$ cat src/design/u8san_pkg.sv
// Shared types and constants for the UTF-8 stream sanitizer.
package u8san_pkg;

    localparam int          QUEUE_DEPTH = 4;
    localparam int          HOLD_DEPTH  = 3;
    localparam int          SLOTS       = 4;
    localparam logic [7:0]  REPL_BYTE   = 8'h3F;

    // One group of output beats produced by a single input beat.
    typedef struct packed {
        logic [SLOTS-1:0][7:0] bytes;
        logic [SLOTS-1:0]      repl;
        logic [1:0]            last_slot;
        logic                  last;
    } group_t;

endpackage

$ cat src/design/u8san_front.sv
// Front end: classifies input beats, tracks open sequences, builds output groups.
module u8san_front
(
    input  logic                clk,
    input  logic                rst_n,
    input  logic                in_valid,
    input  logic                in_ready,
    input  logic [7:0]          in_byte,
    input  logic                in_last,
    output logic                push,
    output u8san_pkg::group_t   group
);

    logic [u8san_pkg::HOLD_DEPTH-1:0][7:0] held_reg, held_next;
    logic [1:0] cnt_reg, cnt_next;
    logic [1:0] need_reg, need_next;

    logic       accept;
    logic       held, is_cont, is_lead, is_ascii;
    logic [1:0] lead_need;
    logic       append, flush, emit_b, hold_lead;
    logic       h_repl, b_repl;
    logic [1:0] hc_eff;
    logic [2:0] count;

    always_comb
    begin
        accept   = in_valid && in_ready;
        held     = (cnt_reg != 2'd0);
        is_ascii = (in_byte[7] == 1'b0);
        is_cont  = ((in_byte & 8'hC0) == 8'h80);
        lead_need = 2'd0;
        is_lead   = 1'b1;
        if ((in_byte & 8'hE0) == 8'hC0)
            lead_need = 2'd1;
        else if ((in_byte & 8'hF0) == 8'hE0)
            lead_need = 2'd2;
        else if ((in_byte & 8'hF8) == 8'hF0)
            lead_need = 2'd3;
        else
            is_lead = 1'b0;

        append = held && is_cont && (need_reg > 2'd1) && (cnt_reg < 2'd3);
        flush  = held && !(append && !in_last);
        h_repl = !(is_cont && (need_reg <= 2'd1));
        if (held && is_cont)
        begin
            emit_b = flush;
            b_repl = h_repl;
        end
        else
        begin
            emit_b = !(is_lead && !in_last);
            b_repl = !is_ascii;
        end
        hold_lead = !(held && is_cont) && is_lead && !in_last;

        hc_eff = flush ? cnt_reg : 2'd0;
        count  = {1'b0, hc_eff} + {2'b00, emit_b};
    end

    always_comb
    begin
        for (int i = 0; i < u8san_pkg::HOLD_DEPTH; i++)
        begin
            if (2'(i) < hc_eff)
            begin
                group.bytes[i] = held_reg[i];
                group.repl[i]  = h_repl;
            end
            else
            begin
                group.bytes[i] = in_byte;
                group.repl[i]  = b_repl;
            end
        end
        group.bytes[u8san_pkg::SLOTS-1] = in_byte;
        group.repl[u8san_pkg::SLOTS-1]  = b_repl;
        for (int i = 0; i < u8san_pkg::SLOTS; i++)
        begin
            if (group.repl[i])
                group.bytes[i] = u8san_pkg::REPL_BYTE;
        end
        group.last_slot = 2'(count - 3'd1);
        group.last      = in_last;
        push            = accept && (count != 3'd0);
    end

    always_comb
    begin
        held_next = held_reg;
        cnt_next  = cnt_reg;
        need_next = need_reg;
        if (accept)
        begin
            if (in_last)
            begin
                cnt_next  = 2'd0;
                need_next = 2'd0;
            end
            else if (append)
            begin
                for (int i = 0; i < u8san_pkg::HOLD_DEPTH; i++)
                begin
                    if (2'(i) == cnt_reg)
                        held_next[i] = in_byte;
                end
                cnt_next  = cnt_reg + 2'd1;
                need_next = need_reg - 2'd1;
            end
            else if (hold_lead)
            begin
                held_next[0] = in_byte;
                cnt_next     = 2'd1;
                need_next    = lead_need;
            end
            else
            begin
                cnt_next  = 2'd0;
                need_next = 2'd0;
            end
        end
    end

    always_ff @(posedge clk or negedge rst_n)
    begin
        if (!rst_n)
        begin
            cnt_reg  <= 2'd0;
            need_reg <= 2'd0;
        end
        else
        begin
            cnt_reg  <= cnt_next;
            need_reg <= need_next;
        end
    end

    always_ff @(posedge clk)
    begin
        held_reg <= held_next;
    end

endmodule

$ cat src/design/u8san_queue.sv
// Small FIFO of output groups between front end and back end.
module u8san_queue
#(
    parameter int DEPTH = u8san_pkg::QUEUE_DEPTH
)
(
    input  logic                clk,
    input  logic                rst_n,
    input  logic                push,
    input  u8san_pkg::group_t   push_data,
    input  logic                pop,
    output u8san_pkg::group_t   head,
    output logic                empty,
    output logic                full
);

    localparam int PW = (DEPTH > 1) ? $clog2(DEPTH) : 1;
    localparam int CW = $clog2(DEPTH + 1);

    u8san_pkg::group_t entry_reg [DEPTH];
    logic [PW-1:0] wr_reg, wr_next;
    logic [PW-1:0] rd_reg, rd_next;
    logic [CW-1:0] fill_reg, fill_next;
    logic          do_push, do_pop;

    always_comb
    begin
        empty   = (fill_reg == CW'(0));
        full    = (fill_reg == CW'(DEPTH));
        do_push = push && !full;
        do_pop  = pop && !empty;
        head    = entry_reg[rd_reg];
        wr_next = wr_reg;
        rd_next = rd_reg;
        if (do_push)
            wr_next = (wr_reg == PW'(DEPTH - 1)) ? PW'(0) : wr_reg + PW'(1);
        if (do_pop)
            rd_next = (rd_reg == PW'(DEPTH - 1)) ? PW'(0) : rd_reg + PW'(1);
        fill_next = fill_reg + CW'(do_push) - CW'(do_pop);
    end

    always_ff @(posedge clk or negedge rst_n)
    begin
        if (!rst_n)
        begin
            wr_reg   <= '0;
            rd_reg   <= '0;
            fill_reg <= '0;
        end
        else
        begin
            wr_reg   <= wr_next;
            rd_reg   <= rd_next;
            fill_reg <= fill_next;
        end
    end

    always_ff @(posedge clk)
    begin
        if (do_push)
            entry_reg[wr_reg] <= push_data;
    end

endmodule

$ cat src/design/u8san_back.sv
// Back end: walks the head group and sends one beat per byte.
module u8san_back
(
    input  logic                clk,
    input  logic                rst_n,
    input  u8san_pkg::group_t   head,
    input  logic                empty,
    output logic                pop,
    output logic                out_valid,
    input  logic                out_ready,
    output logic [7:0]          out_byte,
    output logic                was_replaced,
    output logic                run_last,
    output logic                stream_last
);

    logic [1:0] idx_reg, idx_next;
    logic       fire;

    always_comb
    begin
        out_valid    = !empty;
        out_byte     = head.bytes[idx_reg];
        was_replaced = head.repl[idx_reg];
        run_last     = (idx_reg == head.last_slot);
        stream_last  = run_last && head.last;
        fire         = out_valid && out_ready;
        pop          = fire && run_last;
        idx_next     = idx_reg;
        if (fire)
            idx_next = run_last ? 2'd0 : idx_reg + 2'd1;
    end

    always_ff @(posedge clk or negedge rst_n)
    begin
        if (!rst_n)
            idx_reg <= 2'd0;
        else
            idx_reg <= idx_next;
    end

endmodule

$ cat src/design/utf8_stream_sanitizer_unit.sv
// Top level of the UTF-8 stream sanitizer.
// Takes one byte per beat and returns one byte per beat, each passed through or
// replaced by '?'. A byte is accepted every cycle while the group queue
// (QUEUE_DEPTH entries) has room. Bytes of an open multibyte sequence are held
// until it completes or breaks, then leave as a burst of up to four beats, one
// per cycle while out_ready is high; the queue absorbs input meanwhile.
// in_ready drops only when the queue is full.
module utf8_stream_sanitizer_unit
#(
    parameter int QUEUE_DEPTH = u8san_pkg::QUEUE_DEPTH
)
(
    input  logic        clk,
    input  logic        rst_n,
    input  logic        in_valid,
    output logic        in_ready,
    input  logic [7:0]  in_byte,
    input  logic        in_last,
    output logic        out_valid,
    input  logic        out_ready,
    output logic [7:0]  out_byte,
    output logic        was_replaced,
    output logic        run_last,
    output logic        stream_last
);

    u8san_pkg::group_t group, head;
    logic              push, pop, empty, full;

    assign in_ready = !full;

    u8san_front u_front
    (
        .clk      (clk),
        .rst_n    (rst_n),
        .in_valid (in_valid),
        .in_ready (in_ready),
        .in_byte  (in_byte),
        .in_last  (in_last),
        .push     (push),
        .group    (group)
    );

    u8san_queue #(.DEPTH(QUEUE_DEPTH)) u_queue
    (
        .clk       (clk),
        .rst_n     (rst_n),
        .push      (push),
        .push_data (group),
        .pop       (pop),
        .head      (head),
        .empty     (empty),
        .full      (full)
    );

    u8san_back u_back
    (
        .clk          (clk),
        .rst_n        (rst_n),
        .head         (head),
        .empty        (empty),
        .pop          (pop),
        .out_valid    (out_valid),
        .out_ready    (out_ready),
        .out_byte     (out_byte),
        .was_replaced (was_replaced),
        .run_last     (run_last),
        .stream_last  (stream_last)
    );

endmodule

$ cat config.mk
export PLATFORM = sky130hd
export DESIGN_NAME = utf8_stream_sanitizer_unit
export DESIGN_NICKNAME = d
export VERILOG_FILES = /design/src/design/u8san_pkg.sv /design/src/design/u8san_front.sv /design/src/design/u8san_queue.sv /design/src/design/u8san_back.sv /design/src/design/utf8_stream_sanitizer_unit.sv
export SDC_FILE = /design/constraint.sdc
export NUM_CORES = 1
export LEC_CHECK = 0
export ABC_CLOCK_PERIOD_IN_PS = 7800
export BUFFER_PORTS_ARGS = -buffer_cell sky130_fd_sc_hd__buf_2
export CAP_MARGIN = 20
export CORE_UTILIZATION = 58
export CTS_BUF_LIST = sky130_fd_sc_hd__clkbuf_8
export CTS_CLUSTER_DIAMETER = 40
export DETAILED_ROUTE_END_ITERATION = 10
export PLACE_DENSITY = 0.75
export SYNTH_ARGS = -nofsm -noshare
export SYNTH_HDL_FRONTEND = slang
export SYNTH_SLANG_ARGS = --single-unit
export TNS_END_PERCENT = 20
$ cat constraint.sdc
create_clock -name clk -period 7.8 [get_ports clk]
set_input_delay 0.39 -clock clk [delete_from_list [all_inputs] [get_ports clk]]
set_output_delay 0.39 -clock clk [all_outputs]
set_load 0.1 [all_outputs]
==> results.md, run 1 <==
* Crit Path Class: flip-flop to flip-flop
* Pin count of the biggest net entering global routing at slightly above 40
* Via count at roughly 4000
* Worst Hold Class: input pin to flip-flop
* Tot GR Track Use at between 20 and 25%
* Worst Hold Depth at 1
* Worst-case clock buffer depth at 2
* Syn. warnings at 0
* Initial cell density of the core at roughly three fifths
* Routability congestion estimate at ~0.85
* I/O pins at 26
* Startpoint Class: flip-flop
* Main flop type after synthesis: edfxtp_1
* Crit-path max FO at 39
* Reg2Reg Depth at 11
* Nets at 500
* Fraction of layout cells with a size suffix above 1 at around a quarter
* Crit end category: flip-flop
* FF-to-FF End: u_queue.entry_reg[0][32]$_DFFE_PP_
* Synth area leader: edfxtp_1
* # rows at 42
* Clock Latency Late Sink at around 0.46 ns
* Drt wl/cell at 21.7 um
* Setup TNS at 0 ns
* Global route overflow at 0
* First-pass GRT wire length at about 23 mm
* Post-synth top cells: 180 x edfxtp_1, 48 x mux4_2, 28 x nor2_1
* # resized after CTS at 0
* Seq/Total Area, Yosys at between 70% and 80%
* Register bit total from synthesis at about 190
* Max reg flops at around 160
* Gate Count Post-Synth at roughly 440
* Final min period at 4.13 ns
* Max-cap violation count at 0
* Top-count cell post-synth: edfxtp_1
* DR DRC count at 0
* PortBufs at 25
* Avg Synthesized Cell Area at between 15 and 20 sq um
* Post-route insts no fill at between 600 and 700
* Clk_skew at slightly above 0.01 ns
* Tcrit/Tclk final at approximately 53%
* Routed Antenna Nets at 0
* Worst-Margin Slew at approximately 1.1 ns
* CTS tree: built
* Outcome: finished clean
* ANT cells at 0
* Synth area leaders: edfxtp_1 67%, mux4_2 13%, dfrtp_1 4.0%
* Ys async rst share at 6.74%
* Slowest CP cell: and2_2
* RSZ-0062 raised after global routing: false
* R2r setup slk at about 3.7 ns
* H-tree depth at 4
* CP max stage delay at 0.96 ns
* Antenna violations before repair at 0
* Most frequent CP cell: ha_1
* Clock slew at reported path FFs at ~0.090 ns
* Top-area cell type share of the netlist area at ~67%
* Die width at 120 um
* Count of final hold-check violations at 0
* Arrival @ worst endpoint at 4.21 ns
* Final Util at around 65%
* Die area at between 10000 and 15000 sq um
* CTS root buffer: clkbuf_8
* Drt total wl at around 14 mm
* CP required at about 7.9 ns
* Pwr Density at about 380 nW/um^2
* Final Setup Violations at 0
* Die Ht at 120 um
* CP Cell Sequence: ha_1 -> nor4b_2 -> nand2_1 -> nor2_1 -> nor2_1 -> ha_1 -> ha_1 -> inv_1 -> ha_1 -> a21oi_1 -> and2_2
* Hpwl dp at between 8 and 9 mm
* Pre-antenna DRT Iters at 4
* Area delta synth->final at 8.24%
* Mapped Nets at 471
* Critical Path End: u_queue.entry_reg[0][32]$_DFFE_PP_
* Worst slew margin at 28.0%
* Vias in the first global route at approximately 4300
* Peak VDD IR at 0.000289 V
* Core ar. at ~13000 sq um
* Leak at between 2 and 3 nW
* Total CTS buffers at 17
* 1st-iter DRT viols at 351
* Tot Pwr at 3.31 mW
* Netlist Area Pre-Place at ~8100 sq um
* Origin of the worst setup path: u_front.cnt_reg[0]$_DFFE_PN0P_
* Netlist cell types at between 40 and 50
* Peak Freq at 242 MHz
* Inst Count DP at around 630
* Critical R2R Launch: u_front.cnt_reg[0]$_DFFE_PN0P_
* Slew Viols, Final at 0
* CTS Sinks at 193
* Vias/cell at 6.11
* Post-synth EDFFs at 180
-- layer usage --
metal	global-route usage [%]	part of all wire, %
met1	29.2	40
met2	36.6	52
met3	4.66	6.5
met4	8.20	1.4
met5	0	0
-- power by group --
| group | total (mW) | internal [mW] | switching (mW) |
|---|---|---|---|
| Sequential | 1.41 | 1.32 | 0.0893 |
| Clock | 0.598 | 0.276 | 0.323 |
| Combinational | 1.30 | 0.426 | 0.872 |
| Total | 3.31 | 2.02 | 1.28 |
-- per-stage QoR --
step	worst slack [ns]	area [sq um]	hold slack [ns]
detailed placement	3.65	8310	0.304
finish	3.67	8720	0.195
CTS	3.65	8680	0.182
floorplan	3.95	8060	0.0944
global placement	3.79	8310	0.293
global route	3.34	8720	0.187
-- worst max-delay path, delay by kind of cell (launching register included) --
| family | cells | cell delay [ns] |
|---|---|---|
| adders and majority gates | 4 | 0.89 |
| buffers and inverters | 1 | 0.04 |
| DFF | 1 | 0.47 |
| AOI/OAI and AO/OA | 1 | 0.39 |
| and+or+nand+nor | 5 | 1.95 |
-- how the worst min path moves through the flow --
stage | startpoint | to | slack (ns)
2_1_floorplan | rst_n | u_back.idx_reg[0]$_DFFE_PN0P_ | 0.09
3_3_place_gp | rst_n | u_queue.fill_reg[0]$_DFF_PN0_ | 0.29
3_5_place_dp | rst_n | u_queue.wr_reg[1]$_DFFE_PN0P_ | 0.30
5_1_grt | in_byte[1] | u_front.held_reg[9]$_DFFE_PP_ | 0.19
4_1_cts | in_byte[1] | u_front.held_reg[9]$_DFFE_PP_ | 0.18
6_report | in_byte[1] | u_front.held_reg[9]$_DFFE_PP_ | 0.19
-- repair_timing --
| action | CTS | global route |
|---|---|---|
| endpoints found under the hold margin | 13 | 0 |
| buffers inserted | 0 | 0 |
| hold buffers | 1 | 0 |
-- layout by cell type (no fill, tap or decap), types with 3 or more instances in the layout --
master / Yosys / layout
a21oi_1: 21 / 21
ha_1: 15 / 15
clkinvlp_4: 0 / 3
buf_4: 0 / 4
edfxtp_1: 180 / 180
a311o_1: 3 / 3
clkinv_1: 0 / 3
nor3_1: 19 / 19
clkbuf_8: 0 / 17
o21ai_0: 8 / 8
nor2_1: 28 / 28
inv_1: 25 / 28
and3_1: 3 / 3
buf_2: 10 / 25
nand2_1: 14 / 14
mux4_2: 48 / 48
and2_2: 0 / 4
nand3_1: 3 / 3
clkinv_2: 0 / 3
dfrtp_1: 13 / 12
-- kinds of logic after synthesis --
group / after synthesis / synth area share (%)
simple gates: 82 / 4.98
fa+ha+maj: 16 / 2.58
mux: 54 / 14.2
flops: 193 / 71.1
compound gates: 45 / 3.66
xor+xnor: 4 / 0.621
buf+inv: 48 / 2.83
-- area by class of cell --
type | instances | area, sq um
sequential | 193 | 5730
fill | 927 | 4680
multi-input combinational | 201 | 2110
clock buffer | 17 | 234
tap | 176 | 220
timing repair buffer | 32 | 205
clock inverter | 15 | 129
inverter | 26 | 97.6
Note: power is estimated with default switching activity, not from simulation.
==> inputs of run 2 (changes only) <==
--- a/config.mk
+++ b/config.mk
@@ -5,14 +5,15 @@
 export SDC_FILE = /design/constraint.sdc
 export NUM_CORES = 1
 export LEC_CHECK = 0
-export ABC_CLOCK_PERIOD_IN_PS = 7800
+export ABC_AREA = 1
+export ABC_CLOCK_PERIOD_IN_PS = 3500
 export BUFFER_PORTS_ARGS = -buffer_cell sky130_fd_sc_hd__buf_2
 export CAP_MARGIN = 20
 export CORE_UTILIZATION = 58
 export CTS_BUF_LIST = sky130_fd_sc_hd__clkbuf_8
 export CTS_CLUSTER_DIAMETER = 40
 export DETAILED_ROUTE_END_ITERATION = 10
-export PLACE_DENSITY = 0.75
+export PLACE_DENSITY = 0.78
 export SYNTH_ARGS = -nofsm -noshare
 export SYNTH_HDL_FRONTEND = slang
 export SYNTH_SLANG_ARGS = --single-unit
==> constraint.sdc (replaced) <==
create_clock -name clk -period 3.5 [get_ports clk]
set_input_delay 0.175 -clock clk [delete_from_list [all_inputs] [get_ports clk]]
set_output_delay 0.175 -clock clk [all_outputs]
set_load 0.1 [all_outputs]
==> results.md, run 2 <==
* Routability congestion estimate at 0.827 (-3.1%)
* Arrival @ worst endpoint at 3.44 ns (-0.77 ns)
* Main flop type after synthesis: edfxtp_1
* Hold Slack at 0.125 ns (-0.0694 ns)
* Tcrit/Tclk final at 94.0% (+41 points)
* Fraction of layout cells with a size suffix above 1 at 11.7% (-13 points)
* Clock slew at reported path FFs at 0.09 ns (about the same)
* Pwr Density at 829 nW/um^2 (+120%)
* I/O pins at 26 (unchanged)
* Max-cap violation count at 0 (unchanged)
* Netlist cell types at 32 (-30%)
* Die area at 14800 sq um (+2.7%)
* Clock Latency Late Sink at 0.46 ns (about the same)
* Setup repair bufs after CTS at 0 (unchanged)
* Buf+Inv Stages, Crit Path at 5 (+4)
* CTS Sinks at 193 (unchanged)
* CTS tree: built
* Hpwl dp at 10.7 mm (+29%)
* 1st-iter DRT viols at 626 (+78%)
* Outcome: finished clean
* Post-route insts no fill at 918 (+39%)
* # rows at 43 (+2.4%)
* Gate Count Post-Synth at 692 (+57%)
* Avg Synthesized Cell Area at 12.0 sq um (-34%)
* Global route overflow at 0 (unchanged)
* Total CTS buffers at 17 (unchanged)
* Worst Hold Class: input pin to async pin
* Max reg flops at 156 (unchanged)
* CP max stage delay at 0.52 ns (-0.44 ns)
* Area delta synth->final at 9.90%
* Setup TNS at 0 ns (unchanged)
* Antenna violations before repair at 0 (unchanged)
* Crit end category: flip-flop
* Peak VDD IR at 0.000485 V (+67%)
* Most frequent cells in the layout: 180 x edfxtp_1, 102 x nor2_1, 96 x o21ai_0, 93 x nand2_1, 51 x inv_1
* CP Cell Sequence: inv_1 -> ha_1 -> nor3_4 -> nand3_4 -> nand2_1 -> inv_1 -> ha_1 -> ha_1 -> inv_1 -> ha_1 -> a21oi_1 -> inv_1 -> nor2_4 -> buf_4
* Drt total wl at 17.3 mm (+21%)
* Reg2Reg Depth at 14 (+3)
* Top-count cell post-synth: edfxtp_1
* Tot GR Track Use at 25.2% (+3.1 points)
* Pre-antenna DRT Iters at 5 (+1)
* Final Setup Violations at 0 (unchanged)
* Worst-Margin Slew at 0.781 ns (-0.299 ns)
* RSZ-0062 raised after global routing: false
* Post-synth EDFFs at 180 (unchanged)
* Placement Setup Slack at 0.220 ns (-3.43 ns)
* Syn. warnings at 0 (unchanged)
* Peak Freq at 304 MHz (+26%)
* Nets at 754 (+51%)
* Seq/Total Area, Yosys at 69.2% (-1.9 points)
* Initial cell density of the core at 59.6% (-0.50 points)
* Leak at 3.33 nW (+15%)
* Clk_skew at 0.00942 ns (-0.000891 ns)
* Crit Path Class: flip-flop to flip-flop
* Die width at 121 um (+1.3%)
* Crit-path max FO at 13 (-67%)
* ANT cells at 0 (unchanged)
* Startpoint Class: flip-flop
* Core ar. at 13900 sq um (+3.6%)
* Inst Count DP at 876 (+40%)
* CP required at 3.65 ns (-4.23 ns)
* Drt wl/cell at 18.8 um (-13%)
* Ys async rst share at 6.74% (unchanged)
* Worst slew margin at 47.8% (+20 points)
* Slew Viols, Final at 0 (unchanged)
* Worst-case clock buffer depth at 2 (unchanged)
* Post-route setup slack at 0.211 ns (-3.46 ns)
* DR DRC count at 0 (unchanged)
* Via count at 5427 (+35%)
* Top-area cell type share of the netlist area at 65.3% (-1.8 points)
* Slowest CP cell: dfrtp_1
* Commonest non-fill, non-tap cell in the layout: edfxtp_1
* Synth area leader: edfxtp_1
* PortBufs at 25 (unchanged)
* Final min period at 3.29 ns (-0.841 ns)
* Cell family with most CP delay: adder cells
* Routed Antenna Nets at 0 (unchanged)
* Synth area leaders: edfxtp_1 65%, o21ai_0 5.8%, nor2_1 4.8%
* Tot Pwr at 7.55 mW (+130%)
* CTS root buffer: clkbuf_8
* Number of fill cells at 989 (+6.7%)
* Die Ht at 121 um (+1.3%)
* Vias in the first global route at 5240 (+22%)
* Critical Path Stages at 14 (+3)
* First-pass GRT wire length at 27.1 mm (+18%)
* Post-synth top cells: 180 x edfxtp_1, 106 x nor2_1, 96 x o21ai_0
* Netlist Area Pre-Place at 8280 sq um (+2.7%)
* H-tree depth at 4 (unchanged)
* Register bit total from synthesis at 193 (unchanged)
* Count of final hold-check violations at 0 (unchanged)
* Mapped Nets at 721 (+53%)
* Pin count of the biggest net entering global routing at 73 (+78%)
* Vias/cell at 5.91 (-3.2%)
[run 2: cell types whose count changed after synthesis, sizes merged, moves of 12 or more]
cell    previous run  this run
nand2             14        93
o21ai              9       101
clkbuf             8        20
mux4              48         0
o211ai             0        20
o221ai             0        18
nand3              3        28
nor3              19         1
inv               26        53
a21oi             21         3
o22ai              0        12
nor2              28       106
[run 2: final timing paths]
path                                                 startpoint                                 end  slack (ns)
max in group asynchronous                                 rst_n       u_queue.rd_reg[0]$_DFFE_PN0P_        3.13
min in group clk                                       in_valid     u_front.need_reg[0]$_DFFE_PN0P_        0.17
worst min register to register  u_front.need_reg[0]$_DFFE_PN0P_     u_front.need_reg[0]$_DFFE_PN0P_        0.57
worst max register to register   u_front.cnt_reg[1]$_DFFE_PN0P_  u_queue.entry_reg[0][31]$_DFFE_PP_        0.21
worst max-delay path             u_front.cnt_reg[1]$_DFFE_PN0P_  u_queue.entry_reg[0][31]$_DFFE_PP_        0.21
worst min-delay path                                      rst_n       u_queue.fill_reg[1]$_DFF_PN0_        0.13
[run 2: logic make-up (layout without fill, tap and decap cells)]
logic type | count (synthesis) | after routing | synth area share (%)
compound gates | 156 | 156 | 11.3
xor+xnor | 6 | 6 | 0.635
flops | 193 | 193 | 69.2
buf+inv | 89 | 135 | 4.67
simple gates | 232 | 232 | 11.6
fa+ha+maj | 16 | 16 | 2.51
[run 2: layer usage]
layer  up-vias  track usage, %  share of wire (%)  routed length, um
met5         -               0                  0                  0
met1      2622            33.6                 42               7210
met2       239            40.2                 48               8330
met3        38            5.97                7.7               1340
met4         0            9.49                2.3                393
li1       2528               -                  -                  -
[run 2: report_power, final]
| part | internal, mW | total [mW] | switching, mW |
|---|---|---|---|
| clock | 0.557 | 1.30 | 0.746 |
| combinational | 0.724 | 3.19 | 2.47 |
| sequential | 2.93 | 3.05 | 0.121 |
[run 2: metrics by stage]
| stage | area, sq um | utilization, % |
|---|---|---|
| 2_1_floorplan | 8290 | - |
| 3_3_place_gp | 8640 | 62.3 |
| 3_5_place_dp | 8640 | 62.3 |
| 4_1_cts | 9090 | 65.5 |
| 5_1_grt | 9100 | 65.5 |
| 6_report | 9100 | 65.5 |
[run 2: layout make-up]
| type | count | area (sq um) | share of cell area (%) |
|---|---|---|---|
| inverter | 55 | 206 | 2.27 |
| timing repair buffer | 48 | 388 | 4.26 |
| tap | 180 | 225 | 2.48 |
| clock inverter | 15 | 121 | 1.33 |
| multi-input combinational | 410 | 2190 | 24.1 |
| sequential | 193 | 5730 | 63.0 |
| clock buffer | 17 | 234 | 2.57 |
[run 2: worst register-to-register path, cell delays in order, from the launching register on]
cell	delay, ns
dfrtp_1	0.52
inv_1	0.13
ha_1	0.25
nor3_4	0.25
nand3_4	0.17
nand2_1	0.10
inv_1	0.04
ha_1	0.18
ha_1	0.27
inv_1	0.04
ha_1	0.16
a21oi_1	0.16
inv_1	0.19
nor2_4	0.23
buf_4	0.27
[run 2: what timing repair did]
action                    4_1_cts  5_1_grt
hold endpoints to repair       38        2
hold buffers                    9        1
gates resized for setup         0        0
==> inputs of run 3 (changes only) <==
--- a/config.mk
+++ b/config.mk
@@ -6,14 +6,14 @@
 export NUM_CORES = 1
 export LEC_CHECK = 0
 export ABC_AREA = 1
-export ABC_CLOCK_PERIOD_IN_PS = 3500
+export ABC_CLOCK_PERIOD_IN_PS = 3600
 export BUFFER_PORTS_ARGS = -buffer_cell sky130_fd_sc_hd__buf_2
 export CAP_MARGIN = 20
 export CORE_UTILIZATION = 58
 export CTS_BUF_LIST = sky130_fd_sc_hd__clkbuf_8
 export CTS_CLUSTER_DIAMETER = 40
 export DETAILED_ROUTE_END_ITERATION = 10
-export PLACE_DENSITY = 0.78
+export PLACE_DENSITY = 0.75
 export SYNTH_ARGS = -nofsm -noshare
 export SYNTH_HDL_FRONTEND = slang
 export SYNTH_SLANG_ARGS = --single-unit
==> constraint.sdc (replaced) <==
create_clock -name clk -period 3.6 [get_ports clk]
set_input_delay 0.18 -clock clk [delete_from_list [all_inputs] [get_ports clk]]
set_output_delay 0.18 -clock clk [all_outputs]
set_load 0.1 [all_outputs]
==> results.md, run 3 (synthesized netlist as in run 2, its figures left out) <==
* Routability congestion estimate at 0.835 (+0.97%)
* Area delta synth->final at 10.2%
* Total CTS buffers at 17 (unchanged)
* M2 GR Usage at 40.1% (-0.14 points)
* I/O pins at 26 (unchanged)
* Peak Freq at 302 MHz (-0.64%)
* Switching Fraction at 44.5% (+0.24 points)
* Via count at 5438 (+0.20%)
* Placement Setup Slack at 0.285 ns (+0.0652 ns)
* Post-route setup slack at 0.290 ns (+0.0786 ns)
* Slew Viols, Final at 0 (unchanged)
* Setup repair bufs after CTS at 0 (unchanged)
* Crit end category: flip-flop
* Clock slew at reported path FFs at 0.09 ns (about the same)
* # rows at 43 (unchanged)
* Clock Latency Late Sink at 0.47 ns (about the same)
* Max-cap violation count at 0 (unchanged)
* Leak at 3.32 nW (-0.32%)
* Vias in the first global route at 5335 (+1.8%)
* Combinational share of power at 41.7% (-0.6 points)
* Final Util at 65.7% (+0.16 points)
* CTS tree: built
* First-pass GRT wire length at 27.9 mm (+2.6%)
* Vias/cell at 5.92 (+0.20%)
* CTS Sinks at 193 (unchanged)
* Global route overflow at 0 (unchanged)
* Tcrit/Tclk final at 91.9% (-2.0 points)
* Antenna violations before repair at 0 (unchanged)
* H-tree depth at 4 (unchanged)
* DR DRC count at 0 (unchanged)
* Core ar. at 13900 sq um (unchanged)
* Pwr Density at 810 nW/um^2 (-2.3%)
* Drt wl/cell at 19.2 um (+2.1%)
* Int Pwr at 4.10 mW (-2.5%)
* Tot GR Track Use at 25.8% (+0.63 points)
* Routed Antenna Nets at 0 (unchanged)
* Worst-case clock buffer depth at 2 (unchanged)
* Hold Slack at 0.0227 ns (-0.102 ns)
* Hpwl dp at 11.4 mm (+6.5%)
* Pin count of the biggest net entering global routing at 67 (-8.2%)
* P_sw at 3.29 mW (-1.5%)
* Pre-antenna DRT Iters at 5 (unchanged)
* Clk pwr share at 17.5% (+0.2 points)
* Commonest non-fill, non-tap cell in the layout: edfxtp_1
* Clk_skew at 0.0141 ns (+0.00470 ns)
* Initial cell density of the core at 59.6% (unchanged)
* ANT cells at 0 (unchanged)
* Grt met3 use at 6.34% (+0.38 points)
* Most frequent cells in the layout: 180 x edfxtp_1, 102 x nor2_1, 96 x o21ai_0, 93 x nand2_1, 50 x inv_1
* Grt peak-use layer: met2
* Post-route design area at 9120 sq um (+0.25%)
* Setup TNS at 0 ns (unchanged)
* CTS root buffer: clkbuf_8
* Final Setup Violations at 0 (unchanged)
* Final min period at 3.31 ns (+0.0214 ns)
* Count of final hold-check violations at 0 (unchanged)
* Outcome: finished clean
* Startpoint Class: flip-flop
* Sequential share of power at 40.8% (+0.4 points)
* Worst-Margin Slew at 0.793 ns (+0.0118 ns)
* Met1 GRT Util at 34.9% (+1.2 points)
* Die area at 14800 sq um (unchanged)
* Fraction of layout cells with a size suffix above 1 at 11.9% (+0.27 points)
* Cell Area, Placed at 8680 sq um (+0.38%)
* Max reg flops at 156 (unchanged)
* Arrival @ worst endpoint at 3.49 ns (+0.05 ns)
* Worst Hold Class: input pin to flip-flop
* CP required at 3.78 ns (+0.13 ns)
* Peak VDD IR at 0.000454 V (-6.2%)
* Die width at 121 um (unchanged)
* Die Ht at 121 um (unchanged)
* Crit-path max FO at 18 (+5)
* Drt total wl at 17.6 mm (+2.1%)
* RSZ-0062 raised after global routing: false
* Crit Path Class: flip-flop to flip-flop
* PortBufs at 25 (unchanged)
* 1st-iter DRT viols at 555 (-11%)
* Worst slew margin at 47.0% (-0.83 points)
* Nets at 754 (unchanged)
[run 3: cell count changes in the layout (fill, tap and decap cells not counted), sizes merged]
| cell | before | now |
|---|---|---|
| buf | 38 | 39 |
| clkinv | 11 | 9 |
| inv | 57 | 55 |
| dlygate4sd3 | 10 | 9 |
| clkinvlp | 1 | 5 |
[run 3: final cells by class]
class	instances	area, sq um
clock buffer	17	234
clock inverter	15	121
fill	1009	4760
inverter	55	206
multi-input combinational	410	2190
sequential	193	5730
tap	180	225
timing repair buffer	48	410
[run 3: worst paths after layout]
path	startpoint	end	slack [ns]	cells after the start
setup / recovery	u_front.cnt_reg[1]$_DFFE_PN0P_	u_queue.entry_reg[0][11]$_DFFE_PP_	0.29	14
hold / removal	in_byte[6]	u_front.held_reg[14]$_DFFE_PP_	0.02	1
setup reg to reg	u_front.cnt_reg[1]$_DFFE_PN0P_	u_queue.entry_reg[0][11]$_DFFE_PP_	0.29	14
hold reg to reg	u_front.need_reg[0]$_DFFE_PN0P_	u_front.need_reg[0]$_DFFE_PN0P_	0.56	1
max in group asynchronous	rst_n	u_queue.rd_reg[0]$_DFFE_PN0P_	3.22	2
min in group asynchronous	rst_n	u_queue.rd_reg[1]$_DFFE_PN0P_	0.12	2
[run 3: metrics by stage]
stage,power (mW),cells
2_1_floorplan,5.33,692
3_3_place_gp,6.03,877
3_5_place_dp,6.13,877
4_1_cts,7.39,918
5_1_grt,7.74,918
6_report,7.39,918
[run 3: worst max-delay path, cell delays in order (launching register included)]
cell and delay, ns:
dfrtp_1 0.52, inv_1 0.13, ha_1 0.25, nor3_4 0.24, nand3_4 0.16, nand2_1 0.09
inv_1 0.05, ha_1 0.19, ha_1 0.27, inv_1 0.04, ha_1 0.16, a21oi_1 0.17
inv_1 0.20, nor2_4 0.32, buf_12 0.22
[run 3: timing repair]
action / in CTS / in global routing
hold buffers: 9 / 0
resized for setup: 0 / 0
endpoints found under the setup margin: 0 / 0
endpoints found under the hold margin: 38 / 0
[run 3: power groups by stage]
stage          logic (mW)  registers, mW  clock network, mW
2_1_floorplan        2.35           2.98                  0
3_3_place_gp         2.98           3.05                  0
3_5_place_dp         3.07           3.06                  0
4_1_cts              3.08           3.01               1.30
5_1_grt              3.32           3.04               1.38
6_report             3.08           3.02               1.29
[run 3: layer usage]
metal,wire length [um],vias up
met5,0,-
met2,8360,244
met3,1250,37
met4,381,0
met1,7640,2634
li1,-,2523
